## src/wfr_pkg.sv

```systemverilog
package wfr_pkg;

    // Sizes
    localparam int TAPS           = 32;
    localparam int TAP_W          = 5;
    localparam int SAMPLE_BITS    = 24;
    localparam int COEF_FRAC_BITS = 18;
    localparam int COEF_W         = COEF_FRAC_BITS + 1;
    localparam int PROD_W         = SAMPLE_BITS + COEF_W + 1;
    localparam int ACC_W          = PROD_W + TAP_W;
    localparam int Q_W            = ACC_W - COEF_FRAC_BITS;
    localparam int UPC_W          = 3;

    // Request kinds carried on s_tuser
    localparam logic KIND_SAMPLE = 1'b0;
    localparam logic KIND_COEF   = 1'b1;

    // Saturation limits on the shifted sum
    localparam logic signed [Q_W-1:0] Q_MAX = Q_W'((1 <<< (SAMPLE_BITS - 1)) - 1);
    localparam logic signed [Q_W-1:0] Q_MIN = -Q_MAX - Q_W'(1);

    typedef logic [UPC_W-1:0] upc_t;

    // Microprogram addresses
    localparam upc_t UPC_IDLE   = 3'd0;
    localparam upc_t UPC_MAC    = 3'd1;
    localparam upc_t UPC_DRAIN0 = 3'd2;
    localparam upc_t UPC_DRAIN1 = 3'd3;
    localparam upc_t UPC_EMIT   = 3'd4;
    localparam upc_t UPC_LAST   = UPC_EMIT;

    // Jump conditions
    typedef enum logic [2:0] {
        JC_NEXT,
        JC_ALWAYS,
        JC_NO_SAMPLE,
        JC_TAPS_LEFT,
        JC_OUT_BUSY
    } jcond_t;

    // One microcode word
    typedef struct packed {
        logic   take_in;
        logic   rd_issue;
        logic   emit;
        jcond_t jcond;
        upc_t   target;
    } uword_t;

    // Sequencer to datapath controls
    typedef struct packed {
        logic             ring_wr;
        logic             coef_wr;
        logic             clr_acc;
        logic             rd_issue;
        logic [TAP_W-1:0] tap;
        logic             emit;
    } ctrl_t;

    typedef struct packed {
        logic [SAMPLE_BITS-1:0] filtered;
        logic                   clipped;
    } result_t;

    // Control store
    function automatic uword_t urom(upc_t pc);
        uword_t w;
        w = '{take_in: 1'b0, rd_issue: 1'b0, emit: 1'b0, jcond: JC_ALWAYS, target: UPC_IDLE};
        case (pc)
            UPC_IDLE: begin
                w.take_in = 1'b1;
                w.jcond   = JC_NO_SAMPLE;
                w.target  = UPC_IDLE;
            end
            UPC_MAC: begin
                w.rd_issue = 1'b1;
                w.jcond    = JC_TAPS_LEFT;
                w.target   = UPC_MAC;
            end
            UPC_DRAIN0: w.jcond = JC_NEXT;
            UPC_DRAIN1: w.jcond = JC_NEXT;
            UPC_EMIT: begin
                w.emit   = 1'b1;
                w.jcond  = JC_OUT_BUSY;
                w.target = UPC_EMIT;
            end
            default: w.jcond = JC_ALWAYS;
        endcase
        return w;
    endfunction

    // Floor shift by the coefficient fraction, then saturate
    function automatic result_t sat_shift(logic signed [ACC_W-1:0] acc);
        logic signed [Q_W-1:0] q;
        result_t               r;
        q = Q_W'(acc >>> COEF_FRAC_BITS);
        if (q > Q_MAX) begin
            r.filtered = Q_MAX[SAMPLE_BITS-1:0];
            r.clipped  = 1'b1;
        end else if (q < Q_MIN) begin
            r.filtered = Q_MIN[SAMPLE_BITS-1:0];
            r.clipped  = 1'b1;
        end else begin
            r.filtered = q[SAMPLE_BITS-1:0];
            r.clipped  = 1'b0;
        end
        return r;
    endfunction

endpackage

```

## src/wfr_useq.sv

```systemverilog
module wfr_useq (
    input  logic          aclk,
    input  logic          aresetn,
    input  logic          s_tvalid,
    input  logic          s_kind,
    input  logic          out_free,
    output logic          s_tready,
    output wfr_pkg::ctrl_t ctrl
);

    wfr_pkg::upc_t                upc_reg, upc_next;
    logic [wfr_pkg::TAP_W-1:0]    tap_reg, tap_next;
    wfr_pkg::uword_t              uw;
    logic                         accept;
    logic                         jump;

    assign uw     = wfr_pkg::urom(upc_reg);
    assign accept = s_tvalid && uw.take_in;

    // Jump condition select
    always_comb begin
        case (uw.jcond)
            wfr_pkg::JC_NEXT:      jump = 1'b0;
            wfr_pkg::JC_ALWAYS:    jump = 1'b1;
            wfr_pkg::JC_NO_SAMPLE: jump = !(accept && s_kind == wfr_pkg::KIND_SAMPLE);
            wfr_pkg::JC_TAPS_LEFT: jump = tap_reg != wfr_pkg::TAP_W'(wfr_pkg::TAPS - 1);
            wfr_pkg::JC_OUT_BUSY:  jump = !out_free;
            default:               jump = 1'b0;
        endcase
    end

    // Next step and tap count
    always_comb begin
        if (jump) begin
            upc_next = uw.target;
        end else if (upc_reg == wfr_pkg::UPC_LAST) begin
            upc_next = wfr_pkg::UPC_IDLE;
        end else begin
            upc_next = upc_reg + wfr_pkg::UPC_W'(1);
        end
        if (uw.take_in) begin
            tap_next = '0;
        end else if (uw.rd_issue) begin
            tap_next = tap_reg + wfr_pkg::TAP_W'(1);
        end else begin
            tap_next = tap_reg;
        end
    end

    always_ff @(posedge aclk) begin
        if (!aresetn) begin
            upc_reg <= wfr_pkg::UPC_IDLE;
            tap_reg <= '0;
        end else begin
            upc_reg <= upc_next;
            tap_reg <= tap_next;
        end
    end

    // Datapath controls
    always_comb begin
        s_tready      = uw.take_in;
        ctrl.ring_wr  = accept && s_kind == wfr_pkg::KIND_SAMPLE;
        ctrl.coef_wr  = accept && s_kind == wfr_pkg::KIND_COEF;
        ctrl.clr_acc  = uw.take_in;
        ctrl.rd_issue = uw.rd_issue;
        ctrl.tap      = tap_reg;
        ctrl.emit     = uw.emit && out_free;
    end

endmodule

```

## src/wfr_datapath.sv

```systemverilog
module wfr_datapath (
    input  logic                                aclk,
    input  logic                                aresetn,
    input  wfr_pkg::ctrl_t                      ctrl,
    input  logic                                offset_mode,
    input  logic [wfr_pkg::SAMPLE_BITS-1:0]     sample,
    input  logic [wfr_pkg::TAP_W-1:0]           coef_index,
    input  logic [wfr_pkg::COEF_W-1:0]          coef_value,
    output wfr_pkg::result_t                    result
);

    // Sample ring and window coefficients
    logic [wfr_pkg::SAMPLE_BITS-1:0] ring_mem [wfr_pkg::TAPS];
    logic [wfr_pkg::COEF_W-1:0]      coef_mem [wfr_pkg::TAPS];
    logic [wfr_pkg::TAPS-1:0]        ring_vld_reg;

    logic [wfr_pkg::TAP_W-1:0]         wp_reg;
    logic [wfr_pkg::TAP_W-1:0]         rd_addr;
    logic [wfr_pkg::SAMPLE_BITS-1:0]   ring_rd_reg;
    logic                              ring_hit_reg;
    logic [wfr_pkg::COEF_W-1:0]        coef_rd_reg;
    logic                              rd_vld_reg;
    logic signed [wfr_pkg::SAMPLE_BITS-1:0] smp;
    logic signed [wfr_pkg::PROD_W-1:0] prod_reg;
    logic                              prod_vld_reg;
    logic signed [wfr_pkg::ACC_W-1:0]  acc_reg;

    // Tap address: backwards from the previous sample, or forwards from half a ring back
    always_comb begin
        if (offset_mode) begin
            rd_addr = wp_reg + ctrl.tap - wfr_pkg::TAP_W'(wfr_pkg::TAPS / 2);
        end else begin
            rd_addr = wp_reg - ctrl.tap - wfr_pkg::TAP_W'(1);
        end
    end

    // Memory writes and registered reads
    always_ff @(posedge aclk) begin
        if (ctrl.ring_wr) begin
            ring_mem[wp_reg] <= sample;
        end
        if (ctrl.coef_wr) begin
            coef_mem[coef_index] <= coef_value;
        end
        ring_rd_reg  <= ring_mem[rd_addr];
        coef_rd_reg  <= coef_mem[ctrl.tap];
        ring_hit_reg <= ring_vld_reg[rd_addr];
    end

    // Entries never written read as zero
    always_ff @(posedge aclk) begin
        if (!aresetn) begin
            ring_vld_reg <= '0;
        end else if (ctrl.ring_wr) begin
            ring_vld_reg[wp_reg] <= 1'b1;
        end
    end

    // Write position advances when the result register loads
    always_ff @(posedge aclk) begin
        if (!aresetn) begin
            wp_reg <= '0;
        end else if (ctrl.emit) begin
            wp_reg <= wp_reg + wfr_pkg::TAP_W'(1);
        end
    end

    assign smp = ring_hit_reg ? $signed(ring_rd_reg) : '0;

    // Multiply then accumulate
    always_ff @(posedge aclk) begin
        if (!aresetn) begin
            rd_vld_reg   <= 1'b0;
            prod_vld_reg <= 1'b0;
        end else begin
            rd_vld_reg   <= ctrl.rd_issue;
            prod_vld_reg <= rd_vld_reg;
        end
    end

    always_ff @(posedge aclk) begin
        prod_reg <= smp * $signed({1'b0, coef_rd_reg});
        if (ctrl.clr_acc) begin
            acc_reg <= '0;
        end else if (prod_vld_reg) begin
            acc_reg <= acc_reg + wfr_pkg::ACC_W'(prod_reg);
        end
    end

    assign result = wfr_pkg::sat_shift(acc_reg);

endmodule

```

## src/windowed_fir_ring_filter_core.sv

```systemverilog
// 32-tap windowed FIR over a ring of signed 24-bit samples. A request with
// s_tuser = 1 loads one unsigned Q1.18 window coefficient and returns nothing;
// the block stays ready. A request with s_tuser = 0 stores the sample, sums the 32
// coefficient-sample products, and returns the sum shifted right 18 (toward
// minus infinity), saturated to 24 bits, with m_tuser set when it clipped.
// A sample holds the block through these steps, the last of which loads the
// result register: one acceptance step, 32 steps of the single
// multiply-accumulate unit (one tap per cycle, set by the one read port of each
// tap memory), two steps to drain the read and multiply registers, one to load
// the result. A result that is not yet
// taken holds the sequencer in its load step. The sample ring reads as zero
// after reset; every coefficient must be loaded before the first sample.
// offset_mode = 0 reads taps backwards from the previous sample, 1 reads
// forwards from half a ring behind the write position.
module windowed_fir_ring_filter_core (
    input  logic        aclk,
    input  logic        aresetn,
    // configuration
    input  logic        cfg_we,
    input  logic        cfg_wdata,    // offset_mode
    // request channel
    input  logic        s_tvalid,
    output logic        s_tready,
    input  logic [47:0] s_tdata,      // sample[23:0], coef_index[28:24], coef_value[47:29]
    input  logic        s_tuser,      // kind
    // result channel
    output logic        m_tvalid,
    input  logic        m_tready,
    output logic [23:0] m_tdata,      // filtered[23:0]
    output logic        m_tuser       // clipped
);

    wfr_pkg::ctrl_t   ctrl;
    wfr_pkg::result_t result;
    logic             offset_mode_reg;
    logic             out_free;
    logic             m_tvalid_reg;
    logic [23:0]      m_tdata_reg;
    logic             m_tuser_reg;

    // Mode register
    always_ff @(posedge aclk) begin
        if (!aresetn) begin
            offset_mode_reg <= 1'b0;
        end else if (cfg_we) begin
            offset_mode_reg <= cfg_wdata;
        end
    end

    assign out_free = !m_tvalid_reg || m_tready;

    wfr_useq u_useq (
        .aclk     (aclk),
        .aresetn  (aresetn),
        .s_tvalid (s_tvalid),
        .s_kind   (s_tuser),
        .out_free (out_free),
        .s_tready (s_tready),
        .ctrl     (ctrl)
    );

    wfr_datapath u_datapath (
        .aclk        (aclk),
        .aresetn     (aresetn),
        .ctrl        (ctrl),
        .offset_mode (offset_mode_reg),
        .sample      (s_tdata[23:0]),
        .coef_index  (s_tdata[28:24]),
        .coef_value  (s_tdata[47:29]),
        .result      (result)
    );

    // Result register
    always_ff @(posedge aclk) begin
        if (!aresetn) begin
            m_tvalid_reg <= 1'b0;
        end else if (ctrl.emit) begin
            m_tvalid_reg <= 1'b1;
        end else if (m_tready) begin
            m_tvalid_reg <= 1'b0;
        end
    end

    always_ff @(posedge aclk) begin
        if (ctrl.emit) begin
            m_tdata_reg <= result.filtered;
            m_tuser_reg <= result.clipped;
        end
    end

    assign m_tvalid = m_tvalid_reg;
    assign m_tdata  = m_tdata_reg;
    assign m_tuser  = m_tuser_reg;

    // No tap read while requests are being taken
    a_ready_not_busy: assert property (@(posedge aclk) disable iff (!aresetn)
        !(s_tready && ctrl.rd_issue))
        else $error("tap read issued while accepting requests");

    // A sample request starts the sum and blocks further requests
    a_sample_blocks: assert property (@(posedge aclk) disable iff (!aresetn)
        (s_tvalid && s_tready && s_tuser == wfr_pkg::KIND_SAMPLE) |=> !s_tready)
        else $error("ready stayed high after a sample request");

    // A coefficient load leaves the block ready
    a_coef_quick: assert property (@(posedge aclk) disable iff (!aresetn)
        (s_tvalid && s_tready && s_tuser == wfr_pkg::KIND_COEF) |=> s_tready)
        else $error("coefficient load left the block busy");

    // A new result only comes from the load step
    a_result_source: assert property (@(posedge aclk) disable iff (!aresetn)
        $rose(m_tvalid) |-> $past(ctrl.emit))
        else $error("result appeared without a load step");

endmodule

```

## config.mk

```make
export PLATFORM = sky130hd
export DESIGN_NAME = windowed_fir_ring_filter_core
export DESIGN_NICKNAME = d
export VERILOG_FILES = /design/src/wfr_pkg.sv /design/src/wfr_useq.sv /design/src/wfr_datapath.sv /design/src/windowed_fir_ring_filter_core.sv
export SDC_FILE = /design/constraint.sdc
export NUM_CORES = 2
export LEC_CHECK = 0
export BUFFER_PORTS_ARGS = -buffer_cell sky130_fd_sc_hd__buf_2
export CAP_MARGIN = 30
export CORE_MARGIN = 1
export CORE_UTILIZATION = 45
export DETAILED_ROUTE_END_ITERATION = 7
export SKIP_LAST_GASP = 1
export SLEW_MARGIN = 20
export SYNTH_ARGS = -nofsm -noshare
export SYNTH_HDL_FRONTEND = slang
export SYNTH_SLANG_ARGS = --single-unit
```

## constraint.sdc

```tcl
create_clock -name aclk -period 7.3 [get_ports aclk]
set_input_delay 0.365 -clock aclk [delete_from_list [all_inputs] [get_ports aclk]]
set_output_delay 0.365 -clock aclk [all_outputs]
set_load 0.005 [all_outputs]
```

==> out/qor.csv <==
metric;value;unit
outcome;complete, no violations;
cts_sinks;1587;
grt_usage;22.26;%
synthMuxAreaShare;13.15;%
fin_util;52.17;%
setup.worst_path.end_class;register;
slew_headroom;31.56;%
p_per_area;263.9;nW/um^2
r2r_cells;26;
power_frac_clock;34.9;%
grt_first_pass_wirelength;294.3;mm
die-height;421.3;um
met2_wirelength;95.95;mm
clock.fmax;0.1388;GHz
required;8.05;ns
initial_utilization;45.42;%
arrival;7.96;ns
yosysWarningCount;0;
final_hold_viol_count;0;
crit_start;u_datapath.ring_hit_reg;
synth.avg_cell_area;15.59;um^2
synthXorXnorAreaFrac;1.018;%
async_flop_share;0;%
fin_nets;6095;
route.met3.wl;11.73;mm
drtPass1Iterations;7;
grt_max_degree;101;
dr.first_iter.drc_count;3556;
setup_viol;0;
worst-setup-path-type;register to register;
ant_nets;0;
pwr-share-comb;22.2;%
yosys.area.top_type_share;53.17;%
synth-compound-area-share;3.246;%
timing.rr.end;u_datapath.prod_reg[43];
synth_top_cell_by_area;edfxtp_1;
yosys.area_share.simple;5.944;%
p_int;0.01722;W
antenna_found_initial;14;
h-tree-depth;4;
io_buffer_count;81;
place_hpwl;125.3;mm
synth_edf_count;1401;
core;174200;um^2
vias_per_cell;5.556;
critPathMaxFanout;20;
vias;43608;
fin_hold_ws;0.05264;ns
drv_cap;0;
synth_cell_types;75;
cts_buffer_depth;3;
wl_met1;83.09;mm
die_x;421.3;um
cts_tree;built;
syn_inst;5076;
worst_pin_slew;1.024;ns
area_growth;14.87;%
p_sw;0.006764;W
final_cells;7849;
syn_nets;5787;
globalplace.congestion;0.8897;
p_leak;34.58;nW
routedWlPerCell;24.95;um
root_buffer;clkbuf_16;
drv_slew;0;
syn-cell-area;79130;um^2
dieArea;177500;um^2
hold_path_class;primary input to register;
finalClockSkew;0.03743;ns
synthAdderAreaFrac;14.83;%
post-synth-top-count-cell;edfxtp_1;
cts-buffers-inserted;165;
ir_worst_vdd;257.6;uV
rsz0062_at_grt;yes;
reg2reg_slack;0.09;ns
final_layout_size_suffix_gt1_share;23.57;%
pin_count;82;
overflow;0;
highest_layer;met5;
setup.worst_path.end;u_datapath.prod_reg[43];
largest_register_ffs;768;
fin_crit;7.207;ns
synthTopCellsByCount;edfxtp_1, inv_1, fa_1;
dp_cells;7494;
setup.worst_path.start_class;register;
first_global_vias;45575;
clk_latency;0.83;ns
rr_startpoint;u_datapath.ring_hit_reg;
remaining_drc_errors;0;
finalCritPeriodShare;98.72;%
dpl_cell_area;84360;um^2
ys_ff_latch;1587;
power_frac_seq;42.9;%
synthTopCellsByArea;edfxtp_1, fa_1, mux4_2, dfxtp_1, ha_1;
ys.flop_type;edfxtp_1;
postLayoutCellArea;90890;um^2
swShare;28.20;%
wirelength;195.8;mm
synth_top_family_by_area;adder cells;
core.rowCount;153;
clk_pin_slew;0.06;ns
ys_seq_area_share;57.87;%
## layout make-up
cell class	instances	area (um^2)
flip-flops and latches	1587	45810
clock inverters	88	930.9
clock buffers	214	4483
multi-input cells	2660	31100
diodes	5	12.51
fillers	14286	83320
inverters	550	2064
well taps	2325	2909
repair buffers	420	3576
## placed cells by master, fill, tap and decap left out, drive strengths merged, types with 73 or more instances in the layout
master and n:
edfxtp 1401, inv 560, fa 470, buf 398, mux4 390, nand2 313, and3 275, nor2 236
clkbuf 216, dfxtp 186, ha 186, o21ai 106, a21oi 89, mux2i 83, a21o 73
## timing repair
action	CTS	global route
endpoints found under the setup margin	5	12
hold buffers	20	0
endpoints found under the hold margin	432	0
pin swaps	48	76
setup buffers	7	21
gates cloned	2	2
resized for setup	58	108
## power by group through the flow
stage / combinational, W / sequential (W) / clock (W)
2_1_floorplan: 0.00342 / 0.0104 / 0
3_3_place_gp: 0.00498 / 0.0105 / 0
3_5_place_dp: 0.00503 / 0.0105 / 0
4_1_cts: 0.00518 / 0.0103 / 0.00854
5_1_grt: 0.00594 / 0.0103 / 0.00886
6_report: 0.00533 / 0.0103 / 0.00836
## worst max-delay path: stages (launching register included)
cell	delay, ns
dfxtp_4	0.40
buf_12	0.13
buf_12	0.14
and2_4	0.16
buf_4	0.12
nand2_1	0.07
fa_1	0.50
inv_1	0.06
fa_2	0.57
fa_2	0.45
fa_2	0.54
fa_1	0.43
fa_1	0.57
inv_1	0.08
fa_1	0.50
inv_1	0.04
ha_1	0.31
a21oi_2	0.20
o21ai_2	0.08
a221o_1	0.35
a21oi_2	0.20
o31ai_4	0.11
a41o_1	0.20
o41a_1	0.36
a221o_1	0.33
a21oi_2	0.13
xnor2_1	0.12
## metal layers
metal	global-route usage, %	up-vias
met5	0	-
met4	6.224	18
met3	3.975	291
met2	36.77	1316
met1	30.33	22834
li1	-	19149
## stage by stage
step | setup WS (ns) | total power [W] | setup TNS, ns
final | 0.09313 | 0.02398 | 0
after floorplan | 0.06490 | 0.01380 | 0
after CTS | -0.01423 | 0.02401 | -0.01423
after global placement | -0.1450 | 0.01546 | -0.2506
after global routing | -0.1225 | 0.02510 | -0.3518
after detailed placement | -0.2203 | 0.01552 | -0.5152
## cell families (layout without fill, tap and decap cells)
| family | after synthesis | in the layout |
|---|---|---|
| flip-flops | 1587 | 1587 |
| AND/OR/NAND/NOR | 974 | 974 |
| buffers and inverters | 829 | 1272 |
| adder cells (fa/ha/maj) | 656 | 656 |
| multiplexers | 543 | 543 |
| AO/OA/AOI/OAI | 395 | 395 |
| XOR/XNOR | 92 | 92 |
| other | 0 | 5 |
## worst min path at each step
stage,endpoint,start,slack (ns),depth (start not counted)
after floorplan,u_datapath.prod_vld_reg,u_datapath.rd_vld_reg,0.41,1
after global placement,u_datapath.prod_vld_reg,u_datapath.rd_vld_reg,0.42,1
after detailed placement,u_datapath.prod_vld_reg,u_datapath.rd_vld_reg,0.42,1
after CTS,u_datapath.ring_mem[28][19],s_tdata[19],0.0001,1
after global routing,u_datapath.ring_mem[26][1],s_tdata[1],0.06,1
final,u_datapath.ring_mem[24][21],s_tdata[21],0.05,1
No activity file was read; power rests on OpenSTA's default activity.
